===== src/design/rtmp_chp_pkg.sv =====
// ----------------------------------------------------------------------------
// rtmp_chp_pkg
// Shared widths, chunk format codes and the message header length table.
// ----------------------------------------------------------------------------
package rtmp_chp_pkg;

  localparam int CSID_W   = 17;
  localparam int F24_W    = 24;
  localparam int HLEN_W   = 5;
  localparam int FIDX_W   = 4;

  localparam logic [F24_W-1:0] MAX24 = 24'hFFFFFF;

  typedef logic [1:0] fmt_t;

  localparam fmt_t FMT_FULL      = 2'd0;
  localparam fmt_t FMT_NO_STREAM = 2'd1;
  localparam fmt_t FMT_DELTA     = 2'd2;
  localparam fmt_t FMT_NONE      = 2'd3;

  // message header bytes per chunk format
  function automatic logic [FIDX_W-1:0] msg_len(input fmt_t fmt);
    logic [FIDX_W-1:0] len;
    case (fmt)
      FMT_FULL:      len = 4'd11;
      FMT_NO_STREAM: len = 4'd7;
      FMT_DELTA:     len = 4'd3;
      default:       len = 4'd0;
    endcase
    return len;
  endfunction

endpackage


===== src/design/rtmp_chp_in_if.sv =====
// ----------------------------------------------------------------------------
// rtmp_chp_in_if
// Byte channel into the chunk header parser: valid/ready plus one header byte.
// ----------------------------------------------------------------------------
interface rtmp_chp_in_if;
  logic       valid;
  logic       ready;
  logic [7:0] data_byte;
  logic       last_byte;

  modport source (output valid, output data_byte, output last_byte, input ready);
  modport sink   (input valid, input data_byte, input last_byte, output ready);
endinterface


===== src/design/rtmp_chp_out_if.sv =====
// ----------------------------------------------------------------------------
// rtmp_chp_out_if
// Result channel of the chunk header parser: valid/ready plus decoded header.
// ----------------------------------------------------------------------------
interface rtmp_chp_out_if;
  import rtmp_chp_pkg::*;

  logic              valid;
  logic              ready;
  logic              status;
  fmt_t              format_type;
  logic [CSID_W-1:0] chunk_stream_id;
  logic [F24_W-1:0]  timestamp;
  logic [F24_W-1:0]  timestamp_delta;
  logic [F24_W-1:0]  message_length;
  logic [7:0]        message_type;
  logic [31:0]       message_stream_id;
  logic [31:0]       extended_timestamp;
  logic              has_extended;
  logic [HLEN_W-1:0] header_length;

  modport source (
    output valid, output status, output format_type, output chunk_stream_id,
    output timestamp, output timestamp_delta, output message_length,
    output message_type, output message_stream_id, output extended_timestamp,
    output has_extended, output header_length, input ready
  );
  modport sink (
    input valid, input status, input format_type, input chunk_stream_id,
    input timestamp, input timestamp_delta, input message_length,
    input message_type, input message_stream_id, input extended_timestamp,
    input has_extended, input header_length, output ready
  );
endinterface


===== src/design/rtmp_chunk_header_parser.sv =====
// ----------------------------------------------------------------------------
// rtmp_chunk_header_parser
// A result is registered and appears in the cycle after the byte that completes the header is accepted.
// Throughput: one byte per cycle; a waiting result stalls the next byte only
// in cycles where the result side is not ready.
// Reset (rst_n low, synchronous): parser idle, parser header fields zero (result fields not reset), no result.
// ----------------------------------------------------------------------------
module rtmp_chunk_header_parser (
  input  logic                   clk,
  input  logic                   rst_n,
  rtmp_chp_in_if.sink            in_if,
  rtmp_chp_out_if.source         out_if
);
  import rtmp_chp_pkg::*;

  localparam logic [1:0] PH_IDLE = 2'd0;
  localparam logic [1:0] PH_CSID = 2'd1;
  localparam logic [1:0] PH_MSG  = 2'd2;
  localparam logic [1:0] PH_EXT  = 2'd3;

  logic [1:0]        phase_r,  phase_nxt;
  logic [HLEN_W-1:0] bcnt_r,   bcnt_nxt;
  logic [FIDX_W-1:0] fidx_r,   fidx_nxt;
  fmt_t              fmt_r,    fmt_nxt;
  logic [CSID_W-1:0] csid_r,   csid_nxt;
  logic [F24_W-1:0]  ts_r,     ts_nxt;
  logic [F24_W-1:0]  delta_r,  delta_nxt;
  logic [F24_W-1:0]  len_r,    len_nxt;
  logic [7:0]        type_r,   type_nxt;
  logic [31:0]       stream_r, stream_nxt;
  logic [31:0]       ext_r,    ext_nxt;

  logic              out_valid_r;
  logic              status_r;
  fmt_t              ofmt_r;
  logic [CSID_W-1:0] ocsid_r;
  logic [F24_W-1:0]  ots_r, odelta_r, olen_r;
  logic [7:0]        otype_r;
  logic [31:0]       ostream_r, oext_r;
  logic              ohas_ext_r;
  logic [HLEN_W-1:0] ohlen_r;

  logic       accept;
  logic       done;
  logic       need_ext;
  logic [7:0] b;

  assign in_if.ready = !out_valid_r || out_if.ready;
  assign accept      = in_if.valid && in_if.ready;
  assign b           = in_if.data_byte;

  always_comb begin
    phase_nxt  = phase_r;
    fidx_nxt   = fidx_r;
    fmt_nxt    = fmt_r;
    csid_nxt   = csid_r;
    ts_nxt     = ts_r;
    delta_nxt  = delta_r;
    len_nxt    = len_r;
    type_nxt   = type_r;
    stream_nxt = stream_r;
    ext_nxt    = ext_r;
    bcnt_nxt   = bcnt_r + 5'd1;
    done       = 1'b0;
    need_ext   = 1'b0;

    unique case (phase_r)
      PH_IDLE: begin
        fmt_nxt  = b[7:6];
        csid_nxt = {11'd0, b[5:0]};
        fidx_nxt = '0;
        if (b[5:0] == 6'd0 || b[5:0] == 6'h3F) begin
          phase_nxt = PH_CSID;
        end else if (b[7:6] == FMT_NONE) begin
          done = 1'b1;
        end else begin
          phase_nxt = PH_MSG;
        end
      end
      PH_CSID: begin
        if (fidx_r == '0) begin
          csid_nxt = {9'd0, b} + 17'd64;
          if (csid_r == '0) begin
            if (fmt_r == FMT_NONE) begin
              done = 1'b1;
            end else begin
              phase_nxt = PH_MSG;
            end
          end else begin
            fidx_nxt = 4'd1;
          end
        end else begin
          csid_nxt = csid_r + {1'b0, b, 8'd0};
          fidx_nxt = '0;
          if (fmt_r == FMT_NONE) begin
            done = 1'b1;
          end else begin
            phase_nxt = PH_MSG;
          end
        end
      end
      PH_MSG: begin
        case (fmt_r)
          FMT_FULL: begin
            if (fidx_r < 4'd3) begin
              ts_nxt = {ts_r[15:0], b};
            end else if (fidx_r < 4'd6) begin
              len_nxt = {len_r[15:0], b};
            end else if (fidx_r == 4'd6) begin
              type_nxt = b;
            end else begin
              stream_nxt = {stream_r[23:0], b};
            end
          end
          FMT_NO_STREAM: begin
            if (fidx_r < 4'd3) begin
              delta_nxt = {delta_r[15:0], b};
            end else if (fidx_r < 4'd6) begin
              len_nxt = {len_r[15:0], b};
            end else begin
              type_nxt = b;
            end
          end
          default: begin
            delta_nxt = {delta_r[15:0], b};
          end
        endcase
        fidx_nxt = fidx_r + 4'd1;
        if (fidx_nxt >= msg_len(fmt_r)) begin
          fidx_nxt = '0;
          if (fmt_r == FMT_FULL) begin
            need_ext = (ts_nxt == MAX24);
          end else if (fmt_r == FMT_NO_STREAM || fmt_r == FMT_DELTA) begin
            need_ext = (delta_nxt == MAX24);
          end
          if (need_ext) begin
            phase_nxt = PH_EXT;
          end else begin
            done = 1'b1;
          end
        end
      end
      PH_EXT: begin
        ext_nxt  = {ext_r[23:0], b};
        fidx_nxt = fidx_r + 4'd1;
        if (fidx_nxt >= 4'd4) begin
          done = 1'b1;
        end
      end
      default: ;
    endcase
  end

  always_ff @(posedge clk) begin
    if (!rst_n) begin
      phase_r  <= PH_IDLE;
      bcnt_r   <= '0;
      fidx_r   <= '0;
      fmt_r    <= FMT_FULL;
      csid_r   <= '0;
      ts_r     <= '0;
      delta_r  <= '0;
      len_r    <= '0;
      type_r   <= '0;
      stream_r <= '0;
      ext_r    <= '0;
    end else if (accept) begin
      if (done || in_if.last_byte) begin
        phase_r  <= PH_IDLE;
        bcnt_r   <= '0;
        fidx_r   <= '0;
        fmt_r    <= FMT_FULL;
        csid_r   <= '0;
        ts_r     <= '0;
        delta_r  <= '0;
        len_r    <= '0;
        type_r   <= '0;
        stream_r <= '0;
        ext_r    <= '0;
      end else begin
        phase_r  <= phase_nxt;
        bcnt_r   <= bcnt_nxt;
        fidx_r   <= fidx_nxt;
        fmt_r    <= fmt_nxt;
        csid_r   <= csid_nxt;
        ts_r     <= ts_nxt;
        delta_r  <= delta_nxt;
        len_r    <= len_nxt;
        type_r   <= type_nxt;
        stream_r <= stream_nxt;
        ext_r    <= ext_nxt;
      end
    end
  end

  always_ff @(posedge clk) begin
    if (!rst_n) begin
      out_valid_r <= 1'b0;
    end else if (accept && (done || in_if.last_byte)) begin
      out_valid_r <= 1'b1;
    end else if (out_if.ready) begin
      out_valid_r <= 1'b0;
    end
  end

  // result payload
  always_ff @(posedge clk) begin
    if (accept && (done || in_if.last_byte)) begin
      ohlen_r <= bcnt_nxt;
      if (done) begin
        status_r   <= 1'b0;
        ofmt_r     <= fmt_nxt;
        ocsid_r    <= csid_nxt;
        ots_r      <= ts_nxt;
        odelta_r   <= delta_nxt;
        olen_r     <= len_nxt;
        otype_r    <= type_nxt;
        ostream_r  <= stream_nxt;
        oext_r     <= ext_nxt;
        ohas_ext_r <= (phase_r == PH_EXT);
      end else begin
        status_r   <= 1'b1;
        ofmt_r     <= FMT_FULL;
        ocsid_r    <= '0;
        ots_r      <= '0;
        odelta_r   <= '0;
        olen_r     <= '0;
        otype_r    <= '0;
        ostream_r  <= '0;
        oext_r     <= '0;
        ohas_ext_r <= 1'b0;
      end
    end
  end

  assign out_if.valid              = out_valid_r;
  assign out_if.status             = status_r;
  assign out_if.format_type        = ofmt_r;
  assign out_if.chunk_stream_id    = ocsid_r;
  assign out_if.timestamp          = ots_r;
  assign out_if.timestamp_delta    = odelta_r;
  assign out_if.message_length     = olen_r;
  assign out_if.message_type       = otype_r;
  assign out_if.message_stream_id  = ostream_r;
  assign out_if.extended_timestamp = oext_r;
  assign out_if.has_extended       = ohas_ext_r;
  assign out_if.header_length      = ohlen_r;

`ifndef SYNTHESIS
  a_ext_idx: assert property (@(posedge clk) disable iff (!rst_n)
    phase_r == PH_EXT |-> fidx_r < 4'd4)
    else $error("extended timestamp index out of range");

  a_hdr_len: assert property (@(posedge clk) disable iff (!rst_n)
    bcnt_r < 5'd18)
    else $error("byte count past longest header");

  a_msg_fmt: assert property (@(posedge clk) disable iff (!rst_n)
    phase_r == PH_MSG |-> fmt_r != FMT_NONE)
    else $error("message header phase with format 3");

  a_trunc_zero: assert property (@(posedge clk) disable iff (!rst_n)
    out_valid_r && status_r |-> !ohas_ext_r && ocsid_r == '0 && ofmt_r == FMT_FULL)
    else $error("truncated result carries header fields");
`endif

endmodule


===== src/flat_wrapper.sv =====
// flat-port wrapper written by rule: the top's interface ports become plain ports
module rtmp_chunk_header_parser_flat import rtmp_chp_pkg::*;
  (clk, rst_n, in_if_valid, in_if_data_byte, in_if_last_byte, in_if_ready, out_if_valid, out_if_status, out_if_format_type, out_if_chunk_stream_id, out_if_timestamp, out_if_timestamp_delta, out_if_message_length, out_if_message_type, out_if_message_stream_id, out_if_extended_timestamp, out_if_has_extended, out_if_header_length, out_if_ready);
  rtmp_chp_in_if in_if_i ();
  rtmp_chp_out_if out_if_i ();
  input  logic clk;
  input  logic rst_n;
  input wire logic [$bits(in_if_i.valid)-1:0] in_if_valid;
  input wire logic [$bits(in_if_i.data_byte)-1:0] in_if_data_byte;
  input wire logic [$bits(in_if_i.last_byte)-1:0] in_if_last_byte;
  output wire logic [$bits(in_if_i.ready)-1:0] in_if_ready;
  output wire logic [$bits(out_if_i.valid)-1:0] out_if_valid;
  output wire logic [$bits(out_if_i.status)-1:0] out_if_status;
  output wire logic [$bits(out_if_i.format_type)-1:0] out_if_format_type;
  output wire logic [$bits(out_if_i.chunk_stream_id)-1:0] out_if_chunk_stream_id;
  output wire logic [$bits(out_if_i.timestamp)-1:0] out_if_timestamp;
  output wire logic [$bits(out_if_i.timestamp_delta)-1:0] out_if_timestamp_delta;
  output wire logic [$bits(out_if_i.message_length)-1:0] out_if_message_length;
  output wire logic [$bits(out_if_i.message_type)-1:0] out_if_message_type;
  output wire logic [$bits(out_if_i.message_stream_id)-1:0] out_if_message_stream_id;
  output wire logic [$bits(out_if_i.extended_timestamp)-1:0] out_if_extended_timestamp;
  output wire logic [$bits(out_if_i.has_extended)-1:0] out_if_has_extended;
  output wire logic [$bits(out_if_i.header_length)-1:0] out_if_header_length;
  input wire logic [$bits(out_if_i.ready)-1:0] out_if_ready;
  assign in_if_i.valid = in_if_valid;
  assign in_if_i.data_byte = in_if_data_byte;
  assign in_if_i.last_byte = in_if_last_byte;
  assign in_if_ready = in_if_i.ready;
  assign out_if_valid = out_if_i.valid;
  assign out_if_status = out_if_i.status;
  assign out_if_format_type = out_if_i.format_type;
  assign out_if_chunk_stream_id = out_if_i.chunk_stream_id;
  assign out_if_timestamp = out_if_i.timestamp;
  assign out_if_timestamp_delta = out_if_i.timestamp_delta;
  assign out_if_message_length = out_if_i.message_length;
  assign out_if_message_type = out_if_i.message_type;
  assign out_if_message_stream_id = out_if_i.message_stream_id;
  assign out_if_extended_timestamp = out_if_i.extended_timestamp;
  assign out_if_has_extended = out_if_i.has_extended;
  assign out_if_header_length = out_if_i.header_length;
  assign out_if_i.ready = out_if_ready;
  rtmp_chunk_header_parser u_core (.clk(clk), .rst_n(rst_n), .in_if(in_if_i), .out_if(out_if_i));
endmodule

===== config.mk =====
export PLATFORM = sky130hd
export DESIGN_NAME = rtmp_chunk_header_parser_flat
export DESIGN_NICKNAME = d
export VERILOG_FILES = /design/src/design/rtmp_chp_pkg.sv /design/src/design/rtmp_chp_in_if.sv /design/src/design/rtmp_chp_out_if.sv /design/src/design/rtmp_chunk_header_parser.sv /design/src/flat_wrapper.sv
export SDC_FILE = /design/constraint.sdc
export NUM_CORES = 1
export LEC_CHECK = 0
export ABC_AREA = 1
export BUFFER_PORTS_ARGS = -buffer_cell sky130_fd_sc_hd__buf_2
export CAP_MARGIN = 20
export CELL_PAD_IN_SITES_DETAIL_PLACEMENT = 2
export CELL_PAD_IN_SITES_GLOBAL_PLACEMENT = 2
export CORE_MARGIN = 5
export CORE_UTILIZATION = 35
export DETAILED_ROUTE_END_ITERATION = 10
export GPL_ROUTABILITY_DRIVEN = 0
export HOLD_SLACK_MARGIN = 0.15
export MAX_ROUTING_LAYER = met4
export PLACE_DENSITY = 0.9
export SLEW_MARGIN = 30
export SYNTH_ARGS = -nofsm -noshare
export SYNTH_HDL_FRONTEND = slang
export SYNTH_SLANG_ARGS = --single-unit
export TNS_END_PERCENT = 20

===== constraint.sdc =====
create_clock -name clk -period 7 [get_ports clk]
set_clock_uncertainty 0.15 [all_clocks]
set_input_delay 0.7 -clock clk [delete_from_list [all_inputs] [get_ports clk]]
set_output_delay 0.7 -clock clk [all_outputs]
set_load 0.05 [all_outputs]

==> results of run 1 <==
## power by group through the flow
stage	combinational, W	clock (W)	sequential (W)
2_1_floorplan	0.000797	0	0.00302
3_3_place_gp	0.00179	0	0.00245
3_5_place_dp	0.00184	0	0.00247
4_1_cts	0.00186	0.00221	0.00243
5_1_grt	0.00196	0.00230	0.00244
6_report	0.00184	0.00217	0.00243
## logic make-up (layout without fill, tap and decap cells)
group	Yosys count	in the layout	synth area share, %
buf+inv	309	470	7.811
fa+ha+maj	27	27	2.149
flops	345	345	53.58
xor+xnor	7	7	0.3816
compound gates	376	376	13.06
simple gates	957	957	23.02
## cells in the mapped netlist (all sizes together) (26+ instances only)
| cell | instances | area share [%] |
|---|---|---|
| clkbuf | 63 | 1.5 |
| edfxtp | 170 | 32 |
| nand3 | 34 | 1.1 |
| inv | 199 | 4.6 |
| dfxtp | 175 | 22 |
| nor2 | 313 | 7.4 |
| buf | 46 | 1.7 |
| nand2 | 600 | 14 |
| a21oi | 152 | 4.7 |
| ha | 26 | 2.0 |
| o21a | 72 | 3.4 |
| o21ai | 134 | 4.2 |
## worst max-delay path by stage
stage	cells after the start	endpoint	startpoint
floorplan	16	u_core.out_if.chunk_stream_id[0]$_SDFFCE_PN0P_	u_core.fidx_r[0]$_SDFFE_PN0P_
global placement	19	u_core.delta_r[7]$_SDFFE_PN0P_	u_core.fidx_r[0]$_SDFFE_PN0P_
detailed placement	17	u_core.out_if.chunk_stream_id[13]$_SDFFCE_PN0P_	u_core.fmt_r[0]$_SDFFE_PN0P_
CTS	17	u_core.out_if.timestamp[0]$_SDFFCE_PN0P_	u_core.fmt_r[0]$_SDFFE_PN0P_
global route	19	u_core.fidx_r[2]$_SDFFE_PN0P_	u_core.fmt_r[0]$_SDFFE_PN0P_
finish	19	u_core.fidx_r[2]$_SDFFE_PN0P_	u_core.fmt_r[0]$_SDFFE_PN0P_
## routing by layer
layer / track usage [%] / wire (µm)
met5: - / 0
met4: 9.743 / 2579
met3: 3.250 / 2239
met2: 41.19 / 30120
met1: 27.91 / 24960
## worst register-to-register path: stages (launching register included)
cell     delay (ns)
dfxtp_1        0.36
inv_1          0.13
ha_1           0.29
nand3_2        0.52
inv_2          0.50
nand2_1        0.16
nand2_1        0.17
nand2_1        0.08
nor2_1         0.12
nand2_1        0.06
nor2_1         0.10
nand2_1        0.08
nand3_1        0.09
nand2_1        0.14
nand2_8        0.52
buf_4          0.89
nand3_1        0.30
nand2_1        0.24
o21ai_0        0.11
a21oi_1        0.17
## through the flow
stage / instances / cell area, µm²
floorplan: 2021 / 16070
global placement: 2711 / 17380
detailed placement: 2711 / 17390
CTS: 2782 / 18710
global route: 2782 / 18720
finish: 2782 / 18720
## layout make-up
| type | instances | area [µm²] | area share [%] |
|---|---|---|---|
| repair buffers | 199 | 1041 | 5.561 |
| inverters | 200 | 760.7 | 4.064 |
| flip-flops and latches | 345 | 8608 | 45.99 |
| multi-input cells | 1367 | 6245 | 33.36 |
| well taps | 600 | 750.7 | 4.010 |
| clock inverters | 20 | 210.2 | 1.123 |
| clock buffers | 51 | 1104 | 5.895 |
## sequential cells by signal, indices dropped and copies added, names as in the netlist, 4 cells and up
signal,flops
u_core.csid_r,17
u_core.ts_r,24
u_core.out_if.timestamp_delta,24
u_core.out_if.chunk_stream_id,17
u_core.out_if.message_stream_id,32
u_core.out_if.header_length,5
u_core.stream_r,32
u_core.len_r,24
u_core.fidx_r,4
u_core.type_r,8
u_core.bcnt_r,5
u_core.out_if.message_type,8
u_core.out_if.timestamp,24
u_core.ext_r,32
u_core.out_if.message_length,24
u_core.out_if.extended_timestamp,32
u_core.delta_r,24
==> impl_metrics.toml, run 1 <==
[setup_path]
worst-r2r-setup-slack_ns = 1.74
slowest_stage = "buf_4"
required_ns = 7.33
end_kind = "flop"
rr_worst_depth = 19
crit_top_cell = "nand2_1"
crit_fanout = 90
slowest_delay_ns = 0.85
cpLargestDelayFamily = "simple AND/OR/NAND/NOR gates"
critPathKind = "flop to flop"
timing.rr.start = "u_core.fmt_r[0]$_SDFFE_PN0P_"
startpoint_type = "flop"
reg2reg_to = "u_core.fidx_r[2]$_SDFFE_PN0P_"
worstPathCellList = "inv_1, ha_1, nand3_2, inv_2, nand2_1, nand2_1, nand2_1, nor2_1, nand2_1, nor2_1, nand2_1, nand3_1, nand2_1, nand2_8, buf_4, nand3_1, nand2_1, o21ai_0, a21oi_1"
worst-path-buf-inv = 3
worstPathArrival_ns = 5.59

[place]
pre_cts_ws_ns = 1.749
io_buffers = 184
hpwl_um = 38270

[route]
drcViolationCount = 0
vias_per_cell = 5.215
finalWirelength_um = 59900
drt_iter0_drc = 760
ant_nets = 0
num_vias = 14509
wire_per_inst_um = 21.53
firstDrtPassIters = 4

[hold_path]
hold_path_startpoint = "u_core.csid_r[5]$_SDFFE_PN0P_"
hold_end = "u_core.csid_r[5]$_SDFFE_PN0P_"
whs_path_depth = 2
hp-class = "flop to flop"

[sta]
setup_viol = 0
layout_min_cycle_time_ns = 5.258
slew_headroom_pct = 36.10
fin_setup_tns_ns = 0
hold_ws_ns = 0.3150
hold_viol_final = 0
drv_slew = 0
fin_crit_sh_pct = 75.12
worstMarginPinSlew_ns = 0.9586
setup_slack_ns = 1.742
rsz0062_at_grt = "no"
clock.fmax_ghz = 0.1902

[synthesis]
ys_warn_count = 0
yosys_register_bits = 345
synth_cell_type_count = 36
syn-num-nets = 2061
ys.flop_type = "dfxtp_1"
synth_cells = 2021
synth_area_um2 = 16070
synthArstFlopShare_pct = 0
synth.avg_cell_area_um2 = 7.950
synth_edf_count = 170
synth-seq-area-share_pct = 53.58

[global_route]
grt_overflow = 0
antenna_found_initial = 0
first_global_vias = 16002
grt_max_degree = 98
grt_pass1_wl_um = 91950
grt_usage_pct = 23.76

[clock_network]
numCtsBuffers = 40
cts_setup_buffers = 0
htreeDepth = 2
path_clk_slew_ns = 0.06
cts_buffer_depth = 3
cts_root_buf = "clkbuf_16"
cts_sinks = 345
holdBufCountCts = 0
cts_tree = "yes"
clock_latency_ns = 0.56
cts_resized = 0

[pwr]
switchingPower_w = 0.002509
total_power_w = 0.006438
pwr-share-comb_pct = 28.6
p_int_w = 0.003928
powerDensity_nw_per_um2 = 343.9
p_leak_nw = 7.293
irDropWorstVdd_mv = 0.2045
clock_power_share_pct = 33.7
p_seq_share_pct = 37.7
sw_frac_of_total_pct = 38.98

[finish]
antennaDiodeCount = 0
final_cell_mix = "595 x nand2_1, 310 x nor2_1, 191 x inv_1"
final_util_pct = 41.25
fin_nets = 2193
nFillCells = 5185
mostFrequentLayoutCell = "nand2_1"
synthToLayoutAreaGrowth_pct = 16.51
drive_gt1_share_pct = 12.47

[floorplan]
rows = 78
start_util_pct = 35.40
die_h_um = 224.3
die_x_um = 224.3
die_area_um2 = 50290
ios = 185
core_area_um2 = 45380

[job]
maxCapViolCount = 0

[status]
status = "complete, no violations"
(Power assumes the default switching activity.)
==> run 2, diff against run 1 <==
- ABC_AREA: 1 -> 0
- CORE_UTILIZATION: 35 -> 38
- clock period: 7 -> 5.2 ns (I/O delays scaled with it)
==> run 2 against run 1 <==
  * Setup slack worse by 1.2 ns
  * Critical path type unchanged
  * Highest routed layer unchanged
  * Count of clock-buffer cells in the layout is 1 lower
  * Largest cell class unchanged
  * Die area is 14% lower
  * First-iteration DRC count is 44% higher
  * Global-route usage is 2.5 points higher
==> impl_metrics.toml, run 2 <==
[floorplan]
die_area_um2 = 43120
start_util_pct = 38.42
core_area_um2 = 38650
die_x_um = 207.7
rows = 72
die_h_um = 207.7
ios = 185

[synthesis]
synthXorXnorAreaFrac_pct = 0.6489
synth_top_family_by_area = "compound AO/OA/AOI/OAI gates"
synth_area_leaders = "edfxtp_1 34%, dfxtp_1 24%, a22o_1 7.1%"
yosys.area.top_type_share_pct = 34.38
synth_fa_ha_area_share_pct = 2.326
yosys_register_bits = 345
synth_simple_gate_area_share_pct = 11.67
ys.flop_type = "dfxtp_1"
synth_edf_count = 170
yosys.area.top_type = "edfxtp_1"
synth_cell_type_count = 69
syn-num-nets = 1403
synth.mux.area_fraction_pct = 2.646
synthArstFlopShare_pct = 0
synth_area_um2 = 14850
synth.avg_cell_area_um2 = 10.89
synth-compound-area-share_pct = 20.65
yosysMostFrequentCell = "nand2_1"
synth-seq-area-share_pct = 57.98
synth_common_cells = "228 x nand2_1, 175 x dfxtp_1, 170 x edfxtp_1"
ys_warn_count = 0
synth_cells = 1363

[route]
firstDrtPassIters = 5
wire_per_inst_um = 27.74
drcViolationCount = 0
num_vias = 12413
drt_iter0_drc = 1093
vias_per_cell = 6.037
ant_nets = 0
finalWirelength_um = 57040

[sta]
hold_viol_final = 0
layout_min_cycle_time_ns = 4.703
worstMarginPinSlew_ns = 1.020
setup_viol = 0
clock.fmax_ghz = 0.2126
slew_headroom_pct = 31.61
drv_slew = 0
setup_slack_ns = 0.4973
fin_crit_sh_pct = 90.44
rsz0062_at_grt = "no"

[clock_network]
cts_root_buf = "clkbuf_16"
numCtsBuffers = 39
holdBufCountCts = 0
htreeDepth = 2
clock_latency_ns = 0.55
cts_tree = "yes"
cts_resized = 0
cts_setup_buffers = 0
path_clk_slew_ns = 0.07
cts_buffer_depth = 3
cts_sinks = 345

[global_route]
grt_busiest_layer = "met2"
met2_usage_pct = 43.58
met3_usage_pct = 4.141
grt_usage_pct = 26.26
grt_overflow = 0
grt_pass1_wl_um = 87280
grt_max_degree = 171
antenna_found_initial = 0
grt_util_met1_pct = 32.09
first_global_vias = 13543

[setup_path]
startpoint_type = "flop"
worstPathArrival_ns = 5.01
crit_fanout = 86
end_kind = "flop"
required_ns = 5.51
critPathKind = "flop to flop"
rr_worst_depth = 12

[finish]
antennaDiodeCount = 0
drive_gt1_share_pct = 20.74
fin_cells = 2056
mostFrequentLayoutCell = "nand2_1"
final_util_pct = 45.45
synthToLayoutAreaGrowth_pct = 18.32
final_cell_mix = "227 x nand2_1, 184 x buf_2, 171 x dfxtp_1"
fin_nets = 1547

[place]
place_inst = 1983
hpwl_um = 34480
pre_cts_ws_ns = 0.8872
io_buffers = 184

[pwr]
powerDensity_nw_per_um2 = 376.4
p_leak_nw = 6.184
irDropWorstVdd_mv = 0.2105

[hold_path]
hp-class = "input port to flop"
whs_path_depth = 3

[job]
maxCapViolCount = 0

[status]
status = "complete, no violations"
[run 2: cell types whose count changed in the layout (fill, tap and decap cells not counted), sizes merged, moves of 37 or more]
| cell | delta |
|---|---|
| o21a | -70 |
| o21ai | -102 |
| a22o | +120 |
| nand2 | -372 |
| mux2i | +37 |
| inv | -170 |
| nor2 | -215 |
[run 2: worst max-delay path, cell delays in order (launching register included)]
cell	delay (ns)
dfxtp_2	0.42
inv_1	0.12
ha_2	0.41
nor2_2	0.48
nor2_1	0.30
a211oi_1	0.32
o21ai_1	0.17
nor4_4	0.46
o211ai_4	0.21
inv_6	0.50
buf_12	0.36
nand2_1	0.29
o2bb2ai_1	0.27
[run 2: layout make-up]
class                           instances  area, µm²
Fill cell                            3831      21080
Clock buffer                           50       1110
Clock inverter                         22      244.0
Multi-Input combinational cell        888       5714
Inverter                               28      113.9
Timing Repair Buffer                  205       1124
Tap cell                              518      648.1
Sequential cell                       345       8613
[run 2: worst paths after layout]
| kind | startpoint | endpoint | slack, ns |
|---|---|---|---|
| worst max-delay path | u_core.fmt_r[0]$_SDFFE_PN0P_ | u_core.ts_r[0]$_SDFFE_PN0P_ | 0.50 |
| worst min-delay path | out_if_ready | u_core.out_if.valid$_SDFFE_PN0P_ | 0.17 |
| worst max register to register | u_core.fmt_r[0]$_SDFFE_PN0P_ | u_core.ts_r[0]$_SDFFE_PN0P_ | 0.50 |
| worst min register to register | u_core.bcnt_r[4]$_SDFFE_PN0P_ | u_core.bcnt_r[4]$_SDFFE_PN0P_ | 0.33 |
[run 2: power breakdown]
group	switching (W)	total [W]	leakage (nW)	internal, W
registers	0.0000387	0.00298	3.08	0.00294
logic	0.000600	0.000716	2.44	0.000116
clock network	0.00120	0.00292	0.670	0.00173
[run 2: cell families (layout without fill, tap and decap cells)]
family | count (synthesis) | count (layout)
AND/OR/NAND/NOR | 402 | 402
XOR/XNOR | 11 | 11
flip-flops | 345 | 345
adder cells (fa/ha/maj) | 27 | 27
multiplexers | 39 | 39
AO/OA/AOI/OAI | 409 | 409
buffers and inverters | 130 | 305
[run 2: metal layers]
metal | wire, µm | vias up
met1 | 23120 | 6384
met5 | 0 | -
li1 | - | 5320
met2 | 28080 | 537
met4 | 2621 | 0
met3 | 3228 | 172
[run 2: metrics by stage]
stage	hold slack [ns]	total power, W	setup TNS (ns)	cell area [µm²]
2_1_floorplan	0.2944	0.003533	-34.74	14920
3_3_place_gp	0.3027	0.003707	0	16170
3_5_place_dp	0.3185	0.003730	0	16180
4_1_cts	0.1628	0.006651	0	17530
5_1_grt	0.1988	0.006812	0	17570
6_report	0.1735	0.006612	0	17570
==> run 3, diff against run 2 <==
- CORE_ASPECT_RATIO: not set -> 0.6
==> run 3 against run 2 <==
  * Hold slack improved by 0.096 ns
  * Setup slack gained 0.025 ns
  * Combinational power increased by 0.7%
  * Non-clock buffer count is 6 higher
  * Power shrank 7.3%
  * Critical endpoint is now u_core.fidx_r[1]$_SDFFE_PN0P_
  * Largest power group unchanged
==> impl_metrics.toml, run 3 (synthesis gave the netlist of run 2 again) <==
[sta]
clock.fmax_ghz = 0.2138
rsz0062_at_grt = "no"
fin_crit_sh_pct = 89.95
drv_slew = 0
slew_headroom_pct = 32.97
hold_viol_final = 0
setup_slack_ns = 0.5226
setup_viol = 0
worstMarginPinSlew_ns = 1.003
layout_min_cycle_time_ns = 4.677

[setup_path]
worstPathCellList = "inv_1, ha_2, nor2_2, nor2_1, o41ai_1, o22ai_1, o211ai_1, o211ai_4, inv_6, buf_4, nand4_1, o221ai_1"
timing.rr.start = "u_core.fmt_r[0]$_SDFFE_PN0P_"
crit_fanout = 47
end_kind = "flop"
slowest_stage = "buf_4"
worst-r2r-setup-slack_ns = 0.52
critPathKind = "flop to flop"
worstPathArrival_ns = 4.94
reg2reg_to = "u_core.fidx_r[1]$_SDFFE_PN0P_"
startpoint_type = "flop"
slowest_delay_ns = 0.48
required_ns = 5.46
rr_worst_depth = 12

[clock_network]
cts_sinks = 345
htreeDepth = 2
cts_buffer_depth = 3
numCtsBuffers = 34
clock_latency_ns = 0.57
cts_root_buf = "clkbuf_16"
cts_resized = 0
path_clk_slew_ns = 0.08
cts_tree = "yes"
cts_setup_buffers = 0
holdBufCountCts = 0

[pwr]
irDropWorstVdd_mv = 0.1594
powerDensity_nw_per_um2 = 354.6
p_leak_nw = 6.040

[route]
drt_iter0_drc = 1126
finalWirelength_um = 57850
num_vias = 12414
firstDrtPassIters = 5
wire_per_inst_um = 28.12
ant_nets = 0
drcViolationCount = 0
vias_per_cell = 6.035

[global_route]
first_global_vias = 13234
grt_max_degree = 73
grt_overflow = 0
grt_usage_pct = 26.88
antenna_found_initial = 0
grt_pass1_wl_um = 86900

[place]
pre_cts_ws_ns = 0.8795
io_buffers = 184
hpwl_um = 36920

[floorplan]
start_util_pct = 38.25
die_x_um = 265.2
ios = 185
die_area_um2 = 43250
die_h_um = 163.1
core_area_um2 = 38820
rows = 56

[finish]
synthToLayoutAreaGrowth_pct = 16.43
fin_nets = 1548
final_util_pct = 44.53
drive_gt1_share_pct = 19.75
mostFrequentLayoutCell = "nand2_1"
final_cell_mix = "227 x nand2_1, 184 x buf_2, 171 x dfxtp_1"

[hold_path]
hold_path_startpoint = "out_if_ready"
hp-class = "input port to flop"
hold_end = "u_core.out_if.valid$_SDFFE_PN0P_"
whs_path_depth = 3

[status]
status = "complete, no violations"

[job]
maxCapViolCount = 0
[run 3: cell types whose count changed in the layout (fill, tap and decap cells not counted), sizes merged]
cell,before,now
diode,0,1
inv,29,28
clkbuf,50,48
buf,205,211
bufinv,4,0
clkinv,15,12
[run 3: report_power, final]
part / total [W] / internal (W) / switching [W] / leakage (nW)
logic: 0.000721 / 0.000119 / 0.000602 / 2.46
registers: 0.00297 / 0.00293 / 0.0000371 / 3.08
clock network: 0.00244 / 0.00130 / 0.00114 / 0.503
[run 3: worst max-delay path by stage]
stage	start	end	slack, ns	cells after the start
after global routing	u_core.fmt_r[0]$_SDFFE_PN0P_	u_core.fidx_r[1]$_SDFFE_PN0P_	0.32	12
after detailed placement	u_core.fmt_r[0]$_SDFFE_PN0P_	u_core.delta_r[8]$_SDFFE_PN0P_	0.88	11
final	u_core.fmt_r[0]$_SDFFE_PN0P_	u_core.fidx_r[1]$_SDFFE_PN0P_	0.52	12
after global placement	u_core.fmt_r[0]$_SDFFE_PN0P_	u_core.ts_r[5]$_SDFFE_PN0P_	1.23	12
after floorplan	in_if_data_byte[5]	u_core.out_if.chunk_stream_id[0]$_SDFFCE_PN0P_	-0.20	9
after CTS	u_core.fmt_r[0]$_SDFFE_PN0P_	u_core.ts_r[3]$_SDFFE_PN0P_	0.66	12
[run 3: area by class of cell]
type	instances	area, µm²
Antenna cell	1	2.502
Clock buffer	48	954.7
Clock inverter	14	81.33
Fill cell	4027	21530
Inverter	28	113.9
Multi-Input combinational cell	888	5707
Sequential cell	345	8613
Tap cell	522	653.1
Timing Repair Buffer	211	1161
[run 3: critical path, delay by kind of cell, from the launching register on]
family          cells  cell delay, ns
buf+inv             3            0.98
flops               1            0.45
fa+ha+maj           1            0.40
compound gates      5            1.54
simple gates        3            0.99
[run 3: layer usage]
layer / track usage (%) / part of all wire [%] / up-vias
li1: - / - / 5322
met2: 42.38 / 47 / 552
met1: 34.81 / 42 / 6376
met5: - / 0 / -
met3: 5.059 / 7.0 / 164
met4: 10.29 / 3.9 / 0
[run 3: metrics by stage]
step	instances	hold WS, ns	total power [W]	setup TNS, ns	cell area [µm²]
4_1_cts	2056	0.2536	0.006154	0	17280
3_5_place_dp	1994	0.3197	0.003738	0	16240
5_1_grt	2056	0.2893	0.006309	0	17280
3_3_place_gp	1994	0.3038	0.003711	0	16230
2_1_floorplan	1363	0.2944	0.003533	-34.74	14920
6_report	2057	0.2699	0.006129	0	17290
